==> src/hdl/psrs_pkg.sv <==
package psrs_pkg;

  localparam int SENSOR_SLOTS_DEF = 16;
  localparam int COUNT_BITS_DEF   = 16;
  localparam int SAMPLE_BITS_DEF  = 24;

  localparam int ID_BITS       = 4;
  localparam int VALUE_BITS    = 24;
  localparam int COUNT_OUT_BITS = 16;
  localparam int SQSUM_BITS    = 64;

  typedef enum logic {
    CMD_ADD    = 1'b0,
    CMD_REPORT = 1'b1
  } cmd_t;

endpackage

==> src/hdl/psrs_in_if.sv <==
interface psrs_in_if #(
  parameter int SAMPLE_BITS = psrs_pkg::SAMPLE_BITS_DEF
);
  logic                           valid;
  logic                           ready;
  psrs_pkg::cmd_t                 command;
  logic [psrs_pkg::ID_BITS-1:0]   sensor_id;
  logic signed [SAMPLE_BITS-1:0]  sample;

  modport source (output valid, command, sensor_id, sample, input ready);
  modport sink   (input valid, command, sensor_id, sample, output ready);
endinterface

==> src/hdl/psrs_out_if.sv <==
interface psrs_out_if;
  logic                                  valid;
  logic                                  ready;
  logic                                  found;
  logic [psrs_pkg::COUNT_OUT_BITS-1:0]   sample_count;
  logic signed [psrs_pkg::VALUE_BITS-1:0] mean_value;
  logic signed [psrs_pkg::VALUE_BITS-1:0] min_value;
  logic signed [psrs_pkg::VALUE_BITS-1:0] max_value;
  logic [psrs_pkg::VALUE_BITS-1:0]       std_dev;

  modport source (output valid, found, sample_count, mean_value, min_value, max_value,
                  std_dev, input ready);
  modport sink   (input valid, found, sample_count, mean_value, min_value, max_value,
                  std_dev, output ready);
endinterface

==> src/hdl/psrs_ram.sv <==
module psrs_ram #(
  parameter int WIDTH = 8,
  parameter int DEPTH = 16,
  localparam int ADDR_BITS = (DEPTH > 1) ? $clog2(DEPTH) : 1
) (
  input  logic                 clk,
  input  logic                 wr_en,
  input  logic [ADDR_BITS-1:0] wr_addr,
  input  logic [WIDTH-1:0]     wr_data,
  input  logic [ADDR_BITS-1:0] rd_addr,
  output logic [WIDTH-1:0]     rd_data
);

  logic [WIDTH-1:0] mem_r [DEPTH];
  logic [WIDTH-1:0] rd_data_r;

  always_ff @(posedge clk) begin
    if (wr_en) begin
      mem_r[wr_addr] <= wr_data;
    end
    rd_data_r <= mem_r[rd_addr];
  end

  assign rd_data = rd_data_r;

endmodule

==> src/hdl/per_sensor_running_statistics_unit.sv <==
// Per-sensor running statistics. Each sensor slot keeps a count, a sum, a sum of squares,
// a minimum and a maximum of signed Q15.8 samples in one RAM word; per-slot valid flops
// make every slot read as empty right after reset, so there is no clearing pass. An add
// word (command 0) updates its slot and returns nothing; it is dropped when the slot count
// is all ones or the id is not below SENSOR_SLOTS. A report word (command 1) returns one
// result: found, count, mean (truncated toward zero), min, max and the population standard
// deviation floor(isqrt(n*sumsq - sum^2) / n), saturated to 24 bits. One word is worked on
// at a time and in_ready is high only while the block is idle; a finished result waits in
// the output register, so the next word can be taken before it is drained. Products,
// quotients and the square root are bit-serial, one result bit per cycle through shift
// registers. An add reads the slot, squares the sample serially and writes it back; a
// dropped add returns to idle after the read. A report runs the serial divider (mean),
// the multiplier twice (n*sumsq, then sum^2), the difference, the square root unit of
// R bits (half of the wider of COUNT_BITS + 64 and 2*S, S = SAMPLE_BITS + COUNT_BITS,
// rounded up) and the divider again; an empty slot goes from the read to the output.
module per_sensor_running_statistics_unit #(
  parameter int SENSOR_SLOTS = psrs_pkg::SENSOR_SLOTS_DEF,
  parameter int COUNT_BITS   = psrs_pkg::COUNT_BITS_DEF,
  parameter int SAMPLE_BITS  = psrs_pkg::SAMPLE_BITS_DEF
) (
  input  logic       clk,
  input  logic       rst_n,
  psrs_in_if.sink    in_bus,
  psrs_out_if.source out_bus
);

  localparam int VB         = psrs_pkg::VALUE_BITS;
  localparam int CB_OUT     = psrs_pkg::COUNT_OUT_BITS;
  localparam int SQ_BITS    = psrs_pkg::SQSUM_BITS;
  localparam int SUM_BITS   = SAMPLE_BITS + COUNT_BITS;
  localparam int PROD_BITS  = COUNT_BITS + SQ_BITS;
  localparam int SSQ_BITS   = 2 * SUM_BITS;
  localparam int VAR_RAW    = (PROD_BITS > SSQ_BITS) ? PROD_BITS : SSQ_BITS;
  localparam int ROOT_BITS  = (VAR_RAW + 1) / 2;
  localparam int VAR_BITS   = 2 * ROOT_BITS;
  localparam int REM_BITS   = ROOT_BITS + 2;
  localparam int DIV_BITS   = (SUM_BITS > ROOT_BITS) ? SUM_BITS : ROOT_BITS;
  localparam int MUL_BITS   = SUM_BITS;
  localparam int ITER_BITS  = $clog2(DIV_BITS);
  localparam int IDX_BITS   = (SENSOR_SLOTS > 1) ? $clog2(SENSOR_SLOTS) : 1;
  localparam int ID_EXT_BITS = (IDX_BITS > psrs_pkg::ID_BITS) ? IDX_BITS : psrs_pkg::ID_BITS;
  localparam int SX_BITS    = (SAMPLE_BITS > VB) ? SAMPLE_BITS : VB;
  localparam int NX_BITS    = (COUNT_BITS > CB_OUT) ? COUNT_BITS : CB_OUT;
  localparam int ENTRY_BITS = COUNT_BITS + SUM_BITS + SQ_BITS + 2 * SAMPLE_BITS;
  localparam int E_MAX_LO   = 0;
  localparam int E_MIN_LO   = SAMPLE_BITS;
  localparam int E_SQ_LO    = 2 * SAMPLE_BITS;
  localparam int E_SUM_LO   = E_SQ_LO + SQ_BITS;
  localparam int E_CNT_LO   = E_SUM_LO + SUM_BITS;

  localparam logic [ITER_BITS-1:0] CNT_SQR  = ITER_BITS'(SAMPLE_BITS - 1);
  localparam logic [ITER_BITS-1:0] CNT_PMUL = ITER_BITS'(COUNT_BITS - 1);
  localparam logic [ITER_BITS-1:0] CNT_QMUL = ITER_BITS'(SUM_BITS - 1);
  localparam logic [ITER_BITS-1:0] CNT_ROOT = ITER_BITS'(ROOT_BITS - 1);
  localparam logic [ITER_BITS-1:0] CNT_DIV  = ITER_BITS'(DIV_BITS - 1);

  localparam logic signed [SAMPLE_BITS-1:0] MIN_INIT = {1'b0, {(SAMPLE_BITS-1){1'b1}}};
  localparam logic signed [SAMPLE_BITS-1:0] MAX_INIT = {1'b1, {(SAMPLE_BITS-1){1'b0}}};

  typedef enum logic [10:0] {
    S_IDLE  = 11'b000_0000_0001,
    S_READ  = 11'b000_0000_0010,
    S_SQR   = 11'b000_0000_0100,
    S_WRITE = 11'b000_0000_1000,
    S_MEAN  = 11'b000_0001_0000,
    S_PMUL  = 11'b000_0010_0000,
    S_QMUL  = 11'b000_0100_0000,
    S_DIFF  = 11'b000_1000_0000,
    S_ROOT  = 11'b001_0000_0000,
    S_SDIV  = 11'b010_0000_0000,
    S_OUT   = 11'b100_0000_0000
  } state_t;

  state_t                        state_r, state_nxt;
  logic [ITER_BITS-1:0]          cnt_r, cnt_nxt;
  psrs_pkg::cmd_t                cmd_r, cmd_nxt;
  logic [IDX_BITS-1:0]           addr_r, addr_nxt;
  logic                          id_ok_r, id_ok_nxt;
  logic signed [SAMPLE_BITS-1:0] samp_r, samp_nxt;
  logic [COUNT_BITS-1:0]         n_r, n_nxt;
  logic signed [SUM_BITS-1:0]    sum_r, sum_nxt;
  logic signed [SAMPLE_BITS-1:0] min_r, min_nxt;
  logic signed [SAMPLE_BITS-1:0] max_r, max_nxt;
  logic [SUM_BITS-1:0]           smag_r, smag_nxt;
  logic                          neg_r, neg_nxt;
  logic                          found_r, found_nxt;
  logic [VAR_BITS-1:0]           mcand_r, mcand_nxt;
  logic [MUL_BITS-1:0]           mplier_r, mplier_nxt;
  logic [VAR_BITS-1:0]           acc_r, acc_nxt;
  logic [VAR_BITS-1:0]           p_r, p_nxt;
  logic [DIV_BITS-1:0]           dq_r, dq_nxt;
  logic [COUNT_BITS-1:0]         drem_r, drem_nxt;
  logic [VAR_BITS-1:0]           rad_r, rad_nxt;
  logic [REM_BITS-1:0]           rrem_r, rrem_nxt;
  logic [ROOT_BITS-1:0]          root_r, root_nxt;
  logic [VB-1:0]                 mean_r, mean_nxt;
  logic [VB-1:0]                 sd_r, sd_nxt;
  logic [SENSOR_SLOTS-1:0]       valid_r, valid_nxt;

  logic                          out_valid_r, out_valid_nxt;
  logic                          out_found_r, out_found_nxt;
  logic [CB_OUT-1:0]             out_count_r, out_count_nxt;
  logic [VB-1:0]                 out_mean_r, out_mean_nxt;
  logic [VB-1:0]                 out_min_r, out_min_nxt;
  logic [VB-1:0]                 out_max_r, out_max_nxt;
  logic [VB-1:0]                 out_sd_r, out_sd_nxt;

  logic                          in_fire;
  logic [ID_EXT_BITS-1:0]        id_ext;
  logic [IDX_BITS-1:0]           in_addr;
  logic                          in_id_ok;
  logic                          ram_we;
  logic [ENTRY_BITS-1:0]         ram_wdata;
  logic [ENTRY_BITS-1:0]         ram_rdata;

  logic                          ent_valid;
  logic [COUNT_BITS-1:0]         ent_cnt;
  logic signed [SUM_BITS-1:0]    ent_sum;
  logic [SQ_BITS-1:0]            ent_sq;
  logic signed [SAMPLE_BITS-1:0] ent_min;
  logic signed [SAMPLE_BITS-1:0] ent_max;
  logic [SUM_BITS-1:0]           ent_smag;
  logic [SAMPLE_BITS-1:0]        samp_mag;

  logic [VAR_BITS-1:0]           mul_add;
  logic [COUNT_BITS:0]           div_trial;
  logic [COUNT_BITS:0]           div_diff;
  logic                          div_ge;
  logic [COUNT_BITS-1:0]         div_rem;
  logic [DIV_BITS-1:0]           div_q;
  logic [REM_BITS-1:0]           root_sh;
  logic [REM_BITS-1:0]           root_trial;
  logic                          root_ge;
  logic [ROOT_BITS-1:0]          root_q;
  logic [NX_BITS-1:0]            n_x;
  logic signed [SX_BITS-1:0]     min_x;
  logic signed [SX_BITS-1:0]     max_x;

  assign in_bus.ready = (state_r == S_IDLE);
  assign in_fire      = in_bus.valid && in_bus.ready;
  assign id_ext       = ID_EXT_BITS'(in_bus.sensor_id);
  assign in_addr      = id_ext[IDX_BITS-1:0];
  assign in_id_ok     = (32'(in_bus.sensor_id) < 32'(SENSOR_SLOTS));

  assign ram_we    = (state_r == S_WRITE);
  assign ram_wdata = {n_r, sum_r, acc_r[SQ_BITS-1:0], min_r, max_r};

  psrs_ram #(
    .WIDTH (ENTRY_BITS),
    .DEPTH (SENSOR_SLOTS)
  ) u_ram (
    .clk     (clk),
    .wr_en   (ram_we),
    .wr_addr (addr_r),
    .wr_data (ram_wdata),
    .rd_addr (in_addr),
    .rd_data (ram_rdata)
  );

  // a slot not written since reset reads as the cleared entry
  assign ent_valid = valid_r[addr_r];
  assign ent_cnt   = ent_valid ? ram_rdata[E_CNT_LO +: COUNT_BITS] : '0;
  assign ent_sum   = ent_valid ? ram_rdata[E_SUM_LO +: SUM_BITS] : '0;
  assign ent_sq    = ent_valid ? ram_rdata[E_SQ_LO +: SQ_BITS] : '0;
  assign ent_min   = ent_valid ? ram_rdata[E_MIN_LO +: SAMPLE_BITS] : MIN_INIT;
  assign ent_max   = ent_valid ? ram_rdata[E_MAX_LO +: SAMPLE_BITS] : MAX_INIT;
  assign ent_smag  = ent_sum[SUM_BITS-1] ? $unsigned(-ent_sum) : $unsigned(ent_sum);
  assign samp_mag  = samp_r[SAMPLE_BITS-1] ? $unsigned(-samp_r) : $unsigned(samp_r);

  // shift-add multiplier, one multiplier bit per cycle
  assign mul_add = acc_r + (mplier_r[0] ? mcand_r : '0);

  // restoring divider by the count, one quotient bit per cycle
  assign div_trial = {drem_r, dq_r[DIV_BITS-1]};
  assign div_ge    = (div_trial >= {1'b0, n_r});
  assign div_diff  = div_trial - {1'b0, n_r};
  assign div_rem   = div_ge ? div_diff[COUNT_BITS-1:0] : div_trial[COUNT_BITS-1:0];
  assign div_q     = {dq_r[DIV_BITS-2:0], div_ge};

  // digit-by-digit square root, two radicand bits per cycle
  assign root_sh    = {rrem_r[REM_BITS-3:0], rad_r[VAR_BITS-1 -: 2]};
  assign root_trial = {root_r, 2'b01};
  assign root_ge    = (root_sh >= root_trial);
  assign root_q     = {root_r[ROOT_BITS-2:0], root_ge};

  assign n_x   = NX_BITS'(n_r);
  assign min_x = SX_BITS'(min_r);
  assign max_x = SX_BITS'(max_r);

  always_comb begin
    state_nxt     = state_r;
    cnt_nxt       = cnt_r;
    cmd_nxt       = cmd_r;
    addr_nxt      = addr_r;
    id_ok_nxt     = id_ok_r;
    samp_nxt      = samp_r;
    n_nxt         = n_r;
    sum_nxt       = sum_r;
    min_nxt       = min_r;
    max_nxt       = max_r;
    smag_nxt      = smag_r;
    neg_nxt       = neg_r;
    found_nxt     = found_r;
    mcand_nxt     = mcand_r;
    mplier_nxt    = mplier_r;
    acc_nxt       = acc_r;
    p_nxt         = p_r;
    dq_nxt        = dq_r;
    drem_nxt      = drem_r;
    rad_nxt       = rad_r;
    rrem_nxt      = rrem_r;
    root_nxt      = root_r;
    mean_nxt      = mean_r;
    sd_nxt        = sd_r;
    valid_nxt     = valid_r;
    out_valid_nxt = out_valid_r;
    out_found_nxt = out_found_r;
    out_count_nxt = out_count_r;
    out_mean_nxt  = out_mean_r;
    out_min_nxt   = out_min_r;
    out_max_nxt   = out_max_r;
    out_sd_nxt    = out_sd_r;

    if (out_valid_r && out_bus.ready) begin
      out_valid_nxt = 1'b0;
    end

    unique case (state_r)
      S_IDLE: begin
        if (in_fire) begin
          cmd_nxt   = in_bus.command;
          addr_nxt  = in_addr;
          id_ok_nxt = in_id_ok;
          samp_nxt  = in_bus.sample;
          state_nxt = S_READ;
        end
      end
      S_READ: begin
        if (cmd_r == psrs_pkg::CMD_ADD) begin
          if (!id_ok_r || (&ent_cnt)) begin
            state_nxt = S_IDLE;
          end else begin
            n_nxt      = ent_cnt + 1'b1;
            sum_nxt    = ent_sum + SUM_BITS'(samp_r);
            min_nxt    = (samp_r < ent_min) ? samp_r : ent_min;
            max_nxt    = (samp_r > ent_max) ? samp_r : ent_max;
            acc_nxt    = VAR_BITS'(ent_sq);
            mcand_nxt  = VAR_BITS'(samp_mag);
            mplier_nxt = MUL_BITS'(samp_mag);
            cnt_nxt    = CNT_SQR;
            state_nxt  = S_SQR;
          end
        end else begin
          if (!id_ok_r || (ent_cnt == '0)) begin
            found_nxt = 1'b0;
            state_nxt = S_OUT;
          end else begin
            found_nxt  = 1'b1;
            n_nxt      = ent_cnt;
            min_nxt    = ent_min;
            max_nxt    = ent_max;
            smag_nxt   = ent_smag;
            neg_nxt    = ent_sum[SUM_BITS-1];
            dq_nxt     = DIV_BITS'(ent_smag);
            drem_nxt   = '0;
            // n * sumsq operands wait in the multiplier during the mean division
            acc_nxt    = '0;
            mcand_nxt  = VAR_BITS'(ent_sq);
            mplier_nxt = MUL_BITS'(ent_cnt);
            cnt_nxt    = CNT_DIV;
            state_nxt  = S_MEAN;
          end
        end
      end
      S_SQR: begin
        acc_nxt    = mul_add;
        mcand_nxt  = mcand_r << 1;
        mplier_nxt = mplier_r >> 1;
        cnt_nxt    = cnt_r - 1'b1;
        if (cnt_r == '0) begin
          state_nxt = S_WRITE;
        end
      end
      S_WRITE: begin
        valid_nxt[addr_r] = 1'b1;
        state_nxt         = S_IDLE;
      end
      S_MEAN: begin
        dq_nxt   = div_q;
        drem_nxt = div_rem;
        cnt_nxt  = cnt_r - 1'b1;
        if (cnt_r == '0) begin
          mean_nxt  = neg_r ? -div_q[VB-1:0] : div_q[VB-1:0];
          cnt_nxt   = CNT_PMUL;
          state_nxt = S_PMUL;
        end
      end
      S_PMUL: begin
        acc_nxt    = mul_add;
        mcand_nxt  = mcand_r << 1;
        mplier_nxt = mplier_r >> 1;
        cnt_nxt    = cnt_r - 1'b1;
        if (cnt_r == '0) begin
          p_nxt      = mul_add;
          acc_nxt    = '0;
          mcand_nxt  = VAR_BITS'(smag_r);
          mplier_nxt = smag_r;
          cnt_nxt    = CNT_QMUL;
          state_nxt  = S_QMUL;
        end
      end
      S_QMUL: begin
        acc_nxt    = mul_add;
        mcand_nxt  = mcand_r << 1;
        mplier_nxt = mplier_r >> 1;
        cnt_nxt    = cnt_r - 1'b1;
        if (cnt_r == '0) begin
          state_nxt = S_DIFF;
        end
      end
      S_DIFF: begin
        // a wrapped square sum can leave sum^2 above n*sumsq: clamp to zero
        rad_nxt   = (acc_r <= p_r) ? (p_r - acc_r) : '0;
        rrem_nxt  = '0;
        root_nxt  = '0;
        cnt_nxt   = CNT_ROOT;
        state_nxt = S_ROOT;
      end
      S_ROOT: begin
        rrem_nxt = root_ge ? (root_sh - root_trial) : root_sh;
        root_nxt = root_q;
        rad_nxt  = rad_r << 2;
        cnt_nxt  = cnt_r - 1'b1;
        if (cnt_r == '0) begin
          dq_nxt    = DIV_BITS'(root_q);
          drem_nxt  = '0;
          cnt_nxt   = CNT_DIV;
          state_nxt = S_SDIV;
        end
      end
      S_SDIV: begin
        dq_nxt   = div_q;
        drem_nxt = div_rem;
        cnt_nxt  = cnt_r - 1'b1;
        if (cnt_r == '0) begin
          sd_nxt    = (|div_q[DIV_BITS-1:VB]) ? '1 : div_q[VB-1:0];
          state_nxt = S_OUT;
        end
      end
      S_OUT: begin
        if (!out_valid_r || out_bus.ready) begin
          out_valid_nxt = 1'b1;
          out_found_nxt = found_r;
          out_count_nxt = found_r ? n_x[CB_OUT-1:0] : '0;
          out_mean_nxt  = found_r ? mean_r : '0;
          out_min_nxt   = found_r ? min_x[VB-1:0] : '0;
          out_max_nxt   = found_r ? max_x[VB-1:0] : '0;
          out_sd_nxt    = found_r ? sd_r : '0;
          state_nxt     = S_IDLE;
        end
      end
      default: begin
        state_nxt = S_IDLE;
      end
    endcase
  end

  always_ff @(posedge clk) begin
    if (!rst_n) begin
      state_r     <= S_IDLE;
      valid_r     <= '0;
      out_valid_r <= 1'b0;
    end else begin
      state_r     <= state_nxt;
      valid_r     <= valid_nxt;
      out_valid_r <= out_valid_nxt;
    end
  end

  always_ff @(posedge clk) begin
    cnt_r       <= cnt_nxt;
    cmd_r       <= cmd_nxt;
    addr_r      <= addr_nxt;
    id_ok_r     <= id_ok_nxt;
    samp_r      <= samp_nxt;
    n_r         <= n_nxt;
    sum_r       <= sum_nxt;
    min_r       <= min_nxt;
    max_r       <= max_nxt;
    smag_r      <= smag_nxt;
    neg_r       <= neg_nxt;
    found_r     <= found_nxt;
    mcand_r     <= mcand_nxt;
    mplier_r    <= mplier_nxt;
    acc_r       <= acc_nxt;
    p_r         <= p_nxt;
    dq_r        <= dq_nxt;
    drem_r      <= drem_nxt;
    rad_r       <= rad_nxt;
    rrem_r      <= rrem_nxt;
    root_r      <= root_nxt;
    mean_r      <= mean_nxt;
    sd_r        <= sd_nxt;
    out_found_r <= out_found_nxt;
    out_count_r <= out_count_nxt;
    out_mean_r  <= out_mean_nxt;
    out_min_r   <= out_min_nxt;
    out_max_r   <= out_max_nxt;
    out_sd_r    <= out_sd_nxt;
  end

  assign out_bus.valid        = out_valid_r;
  assign out_bus.found        = out_found_r;
  assign out_bus.sample_count = out_count_r;
  assign out_bus.mean_value   = out_mean_r;
  assign out_bus.min_value    = out_min_r;
  assign out_bus.max_value    = out_max_r;
  assign out_bus.std_dev      = out_sd_r;

endmodule

==> src/flat_wrapper.sv <==
// flat-port wrapper written by rule: the top's interface ports become plain ports
module per_sensor_running_statistics_unit_flat 
#(
  parameter int SENSOR_SLOTS = psrs_pkg::SENSOR_SLOTS_DEF,
  parameter int COUNT_BITS   = psrs_pkg::COUNT_BITS_DEF,
  parameter int SAMPLE_BITS  = psrs_pkg::SAMPLE_BITS_DEF
)
  (clk, rst_n, in_bus_valid, in_bus_command, in_bus_sensor_id, in_bus_sample, in_bus_ready, out_bus_valid, out_bus_found, out_bus_sample_count, out_bus_mean_value, out_bus_min_value, out_bus_max_value, out_bus_std_dev, out_bus_ready);
  psrs_in_if #(.SAMPLE_BITS(SAMPLE_BITS)) in_bus_i ();
  psrs_out_if out_bus_i ();
  input  logic clk;
  input  logic rst_n;
  input wire logic [$bits(in_bus_i.valid)-1:0] in_bus_valid;
  input wire logic [$bits(in_bus_i.command)-1:0] in_bus_command;
  input wire logic [$bits(in_bus_i.sensor_id)-1:0] in_bus_sensor_id;
  input wire logic [$bits(in_bus_i.sample)-1:0] in_bus_sample;
  output wire logic [$bits(in_bus_i.ready)-1:0] in_bus_ready;
  output wire logic [$bits(out_bus_i.valid)-1:0] out_bus_valid;
  output wire logic [$bits(out_bus_i.found)-1:0] out_bus_found;
  output wire logic [$bits(out_bus_i.sample_count)-1:0] out_bus_sample_count;
  output wire logic [$bits(out_bus_i.mean_value)-1:0] out_bus_mean_value;
  output wire logic [$bits(out_bus_i.min_value)-1:0] out_bus_min_value;
  output wire logic [$bits(out_bus_i.max_value)-1:0] out_bus_max_value;
  output wire logic [$bits(out_bus_i.std_dev)-1:0] out_bus_std_dev;
  input wire logic [$bits(out_bus_i.ready)-1:0] out_bus_ready;
  assign in_bus_i.valid = in_bus_valid;
  assign in_bus_i.command = in_bus_command;
  assign in_bus_i.sensor_id = in_bus_sensor_id;
  assign in_bus_i.sample = in_bus_sample;
  assign in_bus_ready = in_bus_i.ready;
  assign out_bus_valid = out_bus_i.valid;
  assign out_bus_found = out_bus_i.found;
  assign out_bus_sample_count = out_bus_i.sample_count;
  assign out_bus_mean_value = out_bus_i.mean_value;
  assign out_bus_min_value = out_bus_i.min_value;
  assign out_bus_max_value = out_bus_i.max_value;
  assign out_bus_std_dev = out_bus_i.std_dev;
  assign out_bus_i.ready = out_bus_ready;
  per_sensor_running_statistics_unit #(.SENSOR_SLOTS(SENSOR_SLOTS), .COUNT_BITS(COUNT_BITS), .SAMPLE_BITS(SAMPLE_BITS)) u_core (.clk(clk), .rst_n(rst_n), .in_bus(in_bus_i), .out_bus(out_bus_i));
endmodule
==> config.mk <==
export PLATFORM = sky130hd
export DESIGN_NAME = per_sensor_running_statistics_unit_flat
export DESIGN_NICKNAME = d
export VERILOG_FILES = /design/src/hdl/psrs_pkg.sv /design/src/hdl/psrs_in_if.sv /design/src/hdl/psrs_out_if.sv /design/src/hdl/psrs_ram.sv /design/src/hdl/per_sensor_running_statistics_unit.sv /design/src/flat_wrapper.sv
export SDC_FILE = /design/constraint.sdc
export NUM_CORES = 2
export LEC_CHECK = 0
export BUFFER_PORTS_ARGS = -buffer_cell sky130_fd_sc_hd__clkbuf_2
export CORE_MARGIN = 2
export CORE_UTILIZATION = 60
export CTS_CLUSTER_DIAMETER = 60
export DETAILED_ROUTE_END_ITERATION = 16
export PLACE_DENSITY = 0.76
export SYNTH_ARGS = -nofsm -noshare
export SYNTH_HDL_FRONTEND = slang
export SYNTH_SLANG_ARGS = --single-unit
==> constraint.sdc <==
create_clock -name clk -period 28.6 [get_ports clk]
set_clock_uncertainty 0.05 [all_clocks]
set_input_delay 1.43 -clock clk [delete_from_list [all_inputs] [get_ports clk]]
set_output_delay 1.43 -clock clk [all_outputs]
set_load 0.05 [all_outputs]
==> impl_summary.md <==
Detailed routing
In this run, the number of DRC markers left after iteration 0 of detailed routing was 11.2k. In this run the remaining antenna-violating nets after routing total 0. The length of the first detailed-routing pass in iterations is 9. The total DRC errors in the routed layout is 0.

The detailed-route wire length is 396000 µm. The final route contains 85.9k vias. Using the TritonRoute via totals, the vias-per-cell ratio works out to 6.73. Dividing the detail-routed wire length by the instance count gives 31.0 µm.

Die
The width of the chip is 513 µm. From bottom edge to top edge, the die measures 513 µm. The initial core utilization is 60.5%. During I/O placement, the number of pins put on the boundary was 148. In this run the standard cell core region covers 257000 µm².

The floorplan has 186 rows. The die footprint is 263000 µm².

Synth
The count of cell types in the netlist is 84. The synthesis warning total is 0. Counting every instance in the synthesized netlist gives 8824. After synthesis, the share of flip-flops with an asynchronous set or reset is 0%. The share of the Yosys chip area taken by registers is 70.6%. In this run the cell area of the synthesized design comes to 155000 µm². The post-synthesis average cell area is 17.6 µm². The number of enable flip-flop cells after synthesis is 3526. Counting every net in the synthesized netlist gives 9170. For this run, the leading register cell type out of synthesis is sky130_fd_sc_hd__edfxtp_1. The number of flip-flops and latches in the synthesized netlist is 3722.

Global route
Entering global routing, the biggest net connects 196 pins. The wire length of the first global-routing pass is 579000 µm. The via count of the first global-routing pass came to 86.4k. The number of antenna violations at the first check in global routing was 8.

The total routing usage reported by global routing is 30.0%. After global routing the overflow that remains totals 0.

Clock tree
The cell sitting at the root of the clock tree is a sky130_fd_sc_hd__clkbuf_16. The maximum buffer depth of the clock tree is 4. The clock net in this run drives a total of 3722 sinks. Gates resized during post-CTS repair numbered 0. The H-tree depth reported by CTS is 5. Clock-pin slew was measured on the worst setup and hold paths at 0.06 ns. The number of buffers added for setup after CTS is 0. Counting the buffers created by CTS gives 375.

In this run, post-CTS hold repair placed 0 buffers. The CTS tree is done. The clock reaches the later pin of the worst-skew pair after 0.94 ns.

Critical path
The path depth of the worst reg2reg path is 16. The type of the setup path with the least slack is reg -> reg. The required time at the worst-slack endpoint is 29.20 ns. The peak fanout along the critical path is 16. STA classifies the critical path endpoint as a register.

STA classifies the critical path startpoint as a register. STA puts the critical path data arrival time at 6.93 ns.

Power
The peak supply drop is 76.3 µV. Power spread over the standard cell area amounts to 69.8 nW/µm². The leakage power is 0.0582 µW. For this design the total switching power over the nets is 2800 µW. The post-route total power is 12000 µW. The internal power summed over all cells is 9250 µW.

The share of total power dissipated in combinational logic is 7.7%. Of the total power, the share spent switching nets is 23.3%. The part of the total power dissipated in sequential elements is 52.0%.

The power share of the clock group is 40.3%.

Worst hold path
In this run the worst hold path is classified as reg -> reg. The depth of the worst hold-timing path is 1.

Timing
Setup violations remaining at the end of the flow were counted as 0. The worst hold slack is 0.415 ns. For the pin with the worst max-slew slack, the measured transition is 1.33 ns. The aggregate negative setup slack is 0 ns. In this run the tightest slew margin relative to its limit is 11.6%. Derived from the worst setup path, the maximum achievable clock frequency is 0.158 GHz. The final count of hold timing violations came to 0. The count of final max-slew check failures was 0.

Once routing completed, OpenROAD measured the worst setup slack at 22.27 ns. The smallest clock period supported by the final layout is computed as 6.33 ns. Setup repair after global routing left no endpoint under its margin. In the finished design, the share of the clock period the worst path needs comes to 22.1%.

Status
The flow ran to the end, and the final reports show no timing, DRC or antenna violations.

Final layout
The top cell types in the final layout, fill and taps aside, are sky130_fd_sc_hd__edfxtp_1 (3526), sky130_fd_sc_hd__mux4_2 (830), sky130_fd_sc_hd__clkbuf_16 (377), sky130_fd_sc_hd__nand2_1 (371), sky130_fd_sc_hd__a21oi_1 (335). The library cell used most frequently in the layout, excluding fill and tap cells, is sky130_fd_sc_hd__edfxtp_1. For this run, the share of the core covered by cells in the final layout is 67.1%.

In the final layout, the share of cells above drive strength 1 is 19.0%. The number of nets at the end of the flow is 9412. The filler cells instantiated in the layout total 16.3k.

The layout overhead on the synthesized area is 11.0%.

Placement
Buffers placed on the I/O ports in this run total 147. Once detailed placement completed, the half-perimeter wirelength came to 224000 µm. The routability congestion estimate from global placement is 0.935. The pre-CTS setup slack is 21.94 ns.

Job
The number of maximum-capacitance constraint violations is 0.
==> cell usage after synthesis (7+ instances only) <==
master,number,area (µm²)
sky130_fd_sc_hd__edfxtp_1,3526,106000
sky130_fd_sc_hd__mux4_2,830,18700
sky130_fd_sc_hd__nand2_1,373,1400
sky130_fd_sc_hd__nor2_1,349,1310
sky130_fd_sc_hd__a21oi_1,336,1680
sky130_fd_sc_hd__clkbuf_1,330,1240
sky130_fd_sc_hd__ha_1,309,3870
sky130_fd_sc_hd__inv_1,279,1050
sky130_fd_sc_hd__and2_1,277,1730
sky130_fd_sc_hd__o21ai_0,264,1320
sky130_fd_sc_hd__xnor2_1,200,1750
sky130_fd_sc_hd__dfxtp_1,196,3920
sky130_fd_sc_hd__a21o_1,139,1040
sky130_fd_sc_hd__xor2_1,127,1110
sky130_fd_sc_hd__a22o_1,123,1080
sky130_fd_sc_hd__mux2i_1,96,961
sky130_fd_sc_hd__buf_1,87,327
sky130_fd_sc_hd__nand4_1,87,544
sky130_fd_sc_hd__nand3_1,71,355
sky130_fd_sc_hd__a221o_1,65,651
sky130_fd_sc_hd__nor3_1,62,310
sky130_fd_sc_hd__o21bai_1,61,458
sky130_fd_sc_hd__nor2b_1,59,369
sky130_fd_sc_hd__a211oi_1,48,360
sky130_fd_sc_hd__o21a_1,48,360
sky130_fd_sc_hd__nand2b_1,46,288
sky130_fd_sc_hd__o31ai_1,38,285
sky130_fd_sc_hd__or2_2,36,225
sky130_fd_sc_hd__a31oi_1,34,213
sky130_fd_sc_hd__a22oi_1,32,240
sky130_fd_sc_hd__or3_1,28,175
sky130_fd_sc_hd__and3_1,21,131
sky130_fd_sc_hd__nor4_1,20,125
sky130_fd_sc_hd__a222oi_1,15,150
sky130_fd_sc_hd__o211ai_1,15,113
sky130_fd_sc_hd__a21boi_0,14,105
sky130_fd_sc_hd__o41ai_1,13,114
sky130_fd_sc_hd__or4_1,12,90.1
sky130_fd_sc_hd__a2111oi_0,10,87.6
sky130_fd_sc_hd__a221oi_1,9,78.8
sky130_fd_sc_hd__a31o_2,9,78.8
sky130_fd_sc_hd__o2111ai_1,9,78.8
sky130_fd_sc_hd__a311oi_1,8,70.1
sky130_fd_sc_hd__and4_1,8,70.1
sky130_fd_sc_hd__a41oi_1,7,61.3
==> registers in the layout (all words and copies together), names as in the netlist, 80 cells and up <==
name / count
u_core.p_r: 80
u_core.acc_r: 80
u_core.u_ram.mem_r: 2688
u_core.u_ram.rd_data: 168
u_core.rad_r: 80
u_core.mcand_r: 80
==> routing by layer <==
layer / vias to the layer above / global-route usage (%) / share of wire [%]
met2: 4964 / 48.5 / 49
met1: 44200 / 41.2 / 38
met5: - / 0 / 0.014
met3: 899 / 4.95 / 9.2
li1: 35800 / - / -
met4: 8 / 12.0 / 4.6
==> logic make-up after synthesis <==
| family | count (synthesis) | share of synthesized area (%) |
|---|---|---|
| DFF | 3722 | 70.6 |
| and+or+nand+nor | 1476 | 4.75 |
| AOI/OAI and AO/OA | 1354 | 5.88 |
| muxes | 929 | 12.7 |
| buffers and inverters | 703 | 1.70 |
| xor gates and xnor gates | 327 | 1.84 |
| adders and majority gates | 313 | 2.54 |
==> critical path, cell delays in order (launching register included) <==
cell	delay (ns)
sky130_fd_sc_hd__edfxtp_1	0.55
sky130_fd_sc_hd__mux4_2	0.57
sky130_fd_sc_hd__mux4_2	0.67
sky130_fd_sc_hd__and2_1	0.27
sky130_fd_sc_hd__ha_1	0.23
sky130_fd_sc_hd__fa_1	0.45
sky130_fd_sc_hd__a21o_1	0.21
sky130_fd_sc_hd__a21o_1	0.22
sky130_fd_sc_hd__a2111oi_0	0.72
sky130_fd_sc_hd__o31ai_1	0.32
sky130_fd_sc_hd__a31oi_1	0.44
sky130_fd_sc_hd__a21oi_1	0.21
sky130_fd_sc_hd__a21o_1	0.22
sky130_fd_sc_hd__or4_1	0.43
sky130_fd_sc_hd__a31o_2	0.25
sky130_fd_sc_hd__a21oi_1	0.18
sky130_fd_sc_hd__xnor2_1	0.08
==> stage by stage <==
step / instances / instance area, µm²
global placement: 12100 / 160000
CTS: 12800 / 173000
detailed placement: 12100 / 160000
finish: 12800 / 173000
floorplan: 8824 / 155000
global route: 12800 / 173000
==> final cells by class <==
type	count	area [µm²]	share of cell area [%]
well taps	3384	4230	2.45
flip-flops and latches	3722	110000	63.6
inverters	280	1050	0.609
diodes	4	10.0	0.00580
multi-input cells	4399	43300	25.1
repair buffers	288	2020	1.17
clock inverters	201	2000	1.16
clock buffers	487	10200	5.90
==> worst paths after layout <==
path	startpoint	to	slack [ns]
worst max-delay path	u_core.addr_r[0]	u_core.sum_r[36]	22.27
worst min-delay path	u_core.valid_r[6]	u_core.valid_r[6]	0.41
worst max register to register	u_core.addr_r[0]	u_core.sum_r[36]	22.27
worst min register to register	u_core.valid_r[6]	u_core.valid_r[6]	0.41
==> power groups by stage <==
stage | Sequential (µW) | Clock (µW) | Combinational [µW]
3_3_place_gp | 6360 | 0 | 888
6_report | 6260 | 4860 | 927
3_5_place_dp | 6370 | 0 | 904
4_1_cts | 6260 | 4920 | 913
5_1_grt | 6260 | 5110 | 988
2_1_floorplan | 6290 | 0 | 627
Note: power is estimated with default switching activity, not from simulation.
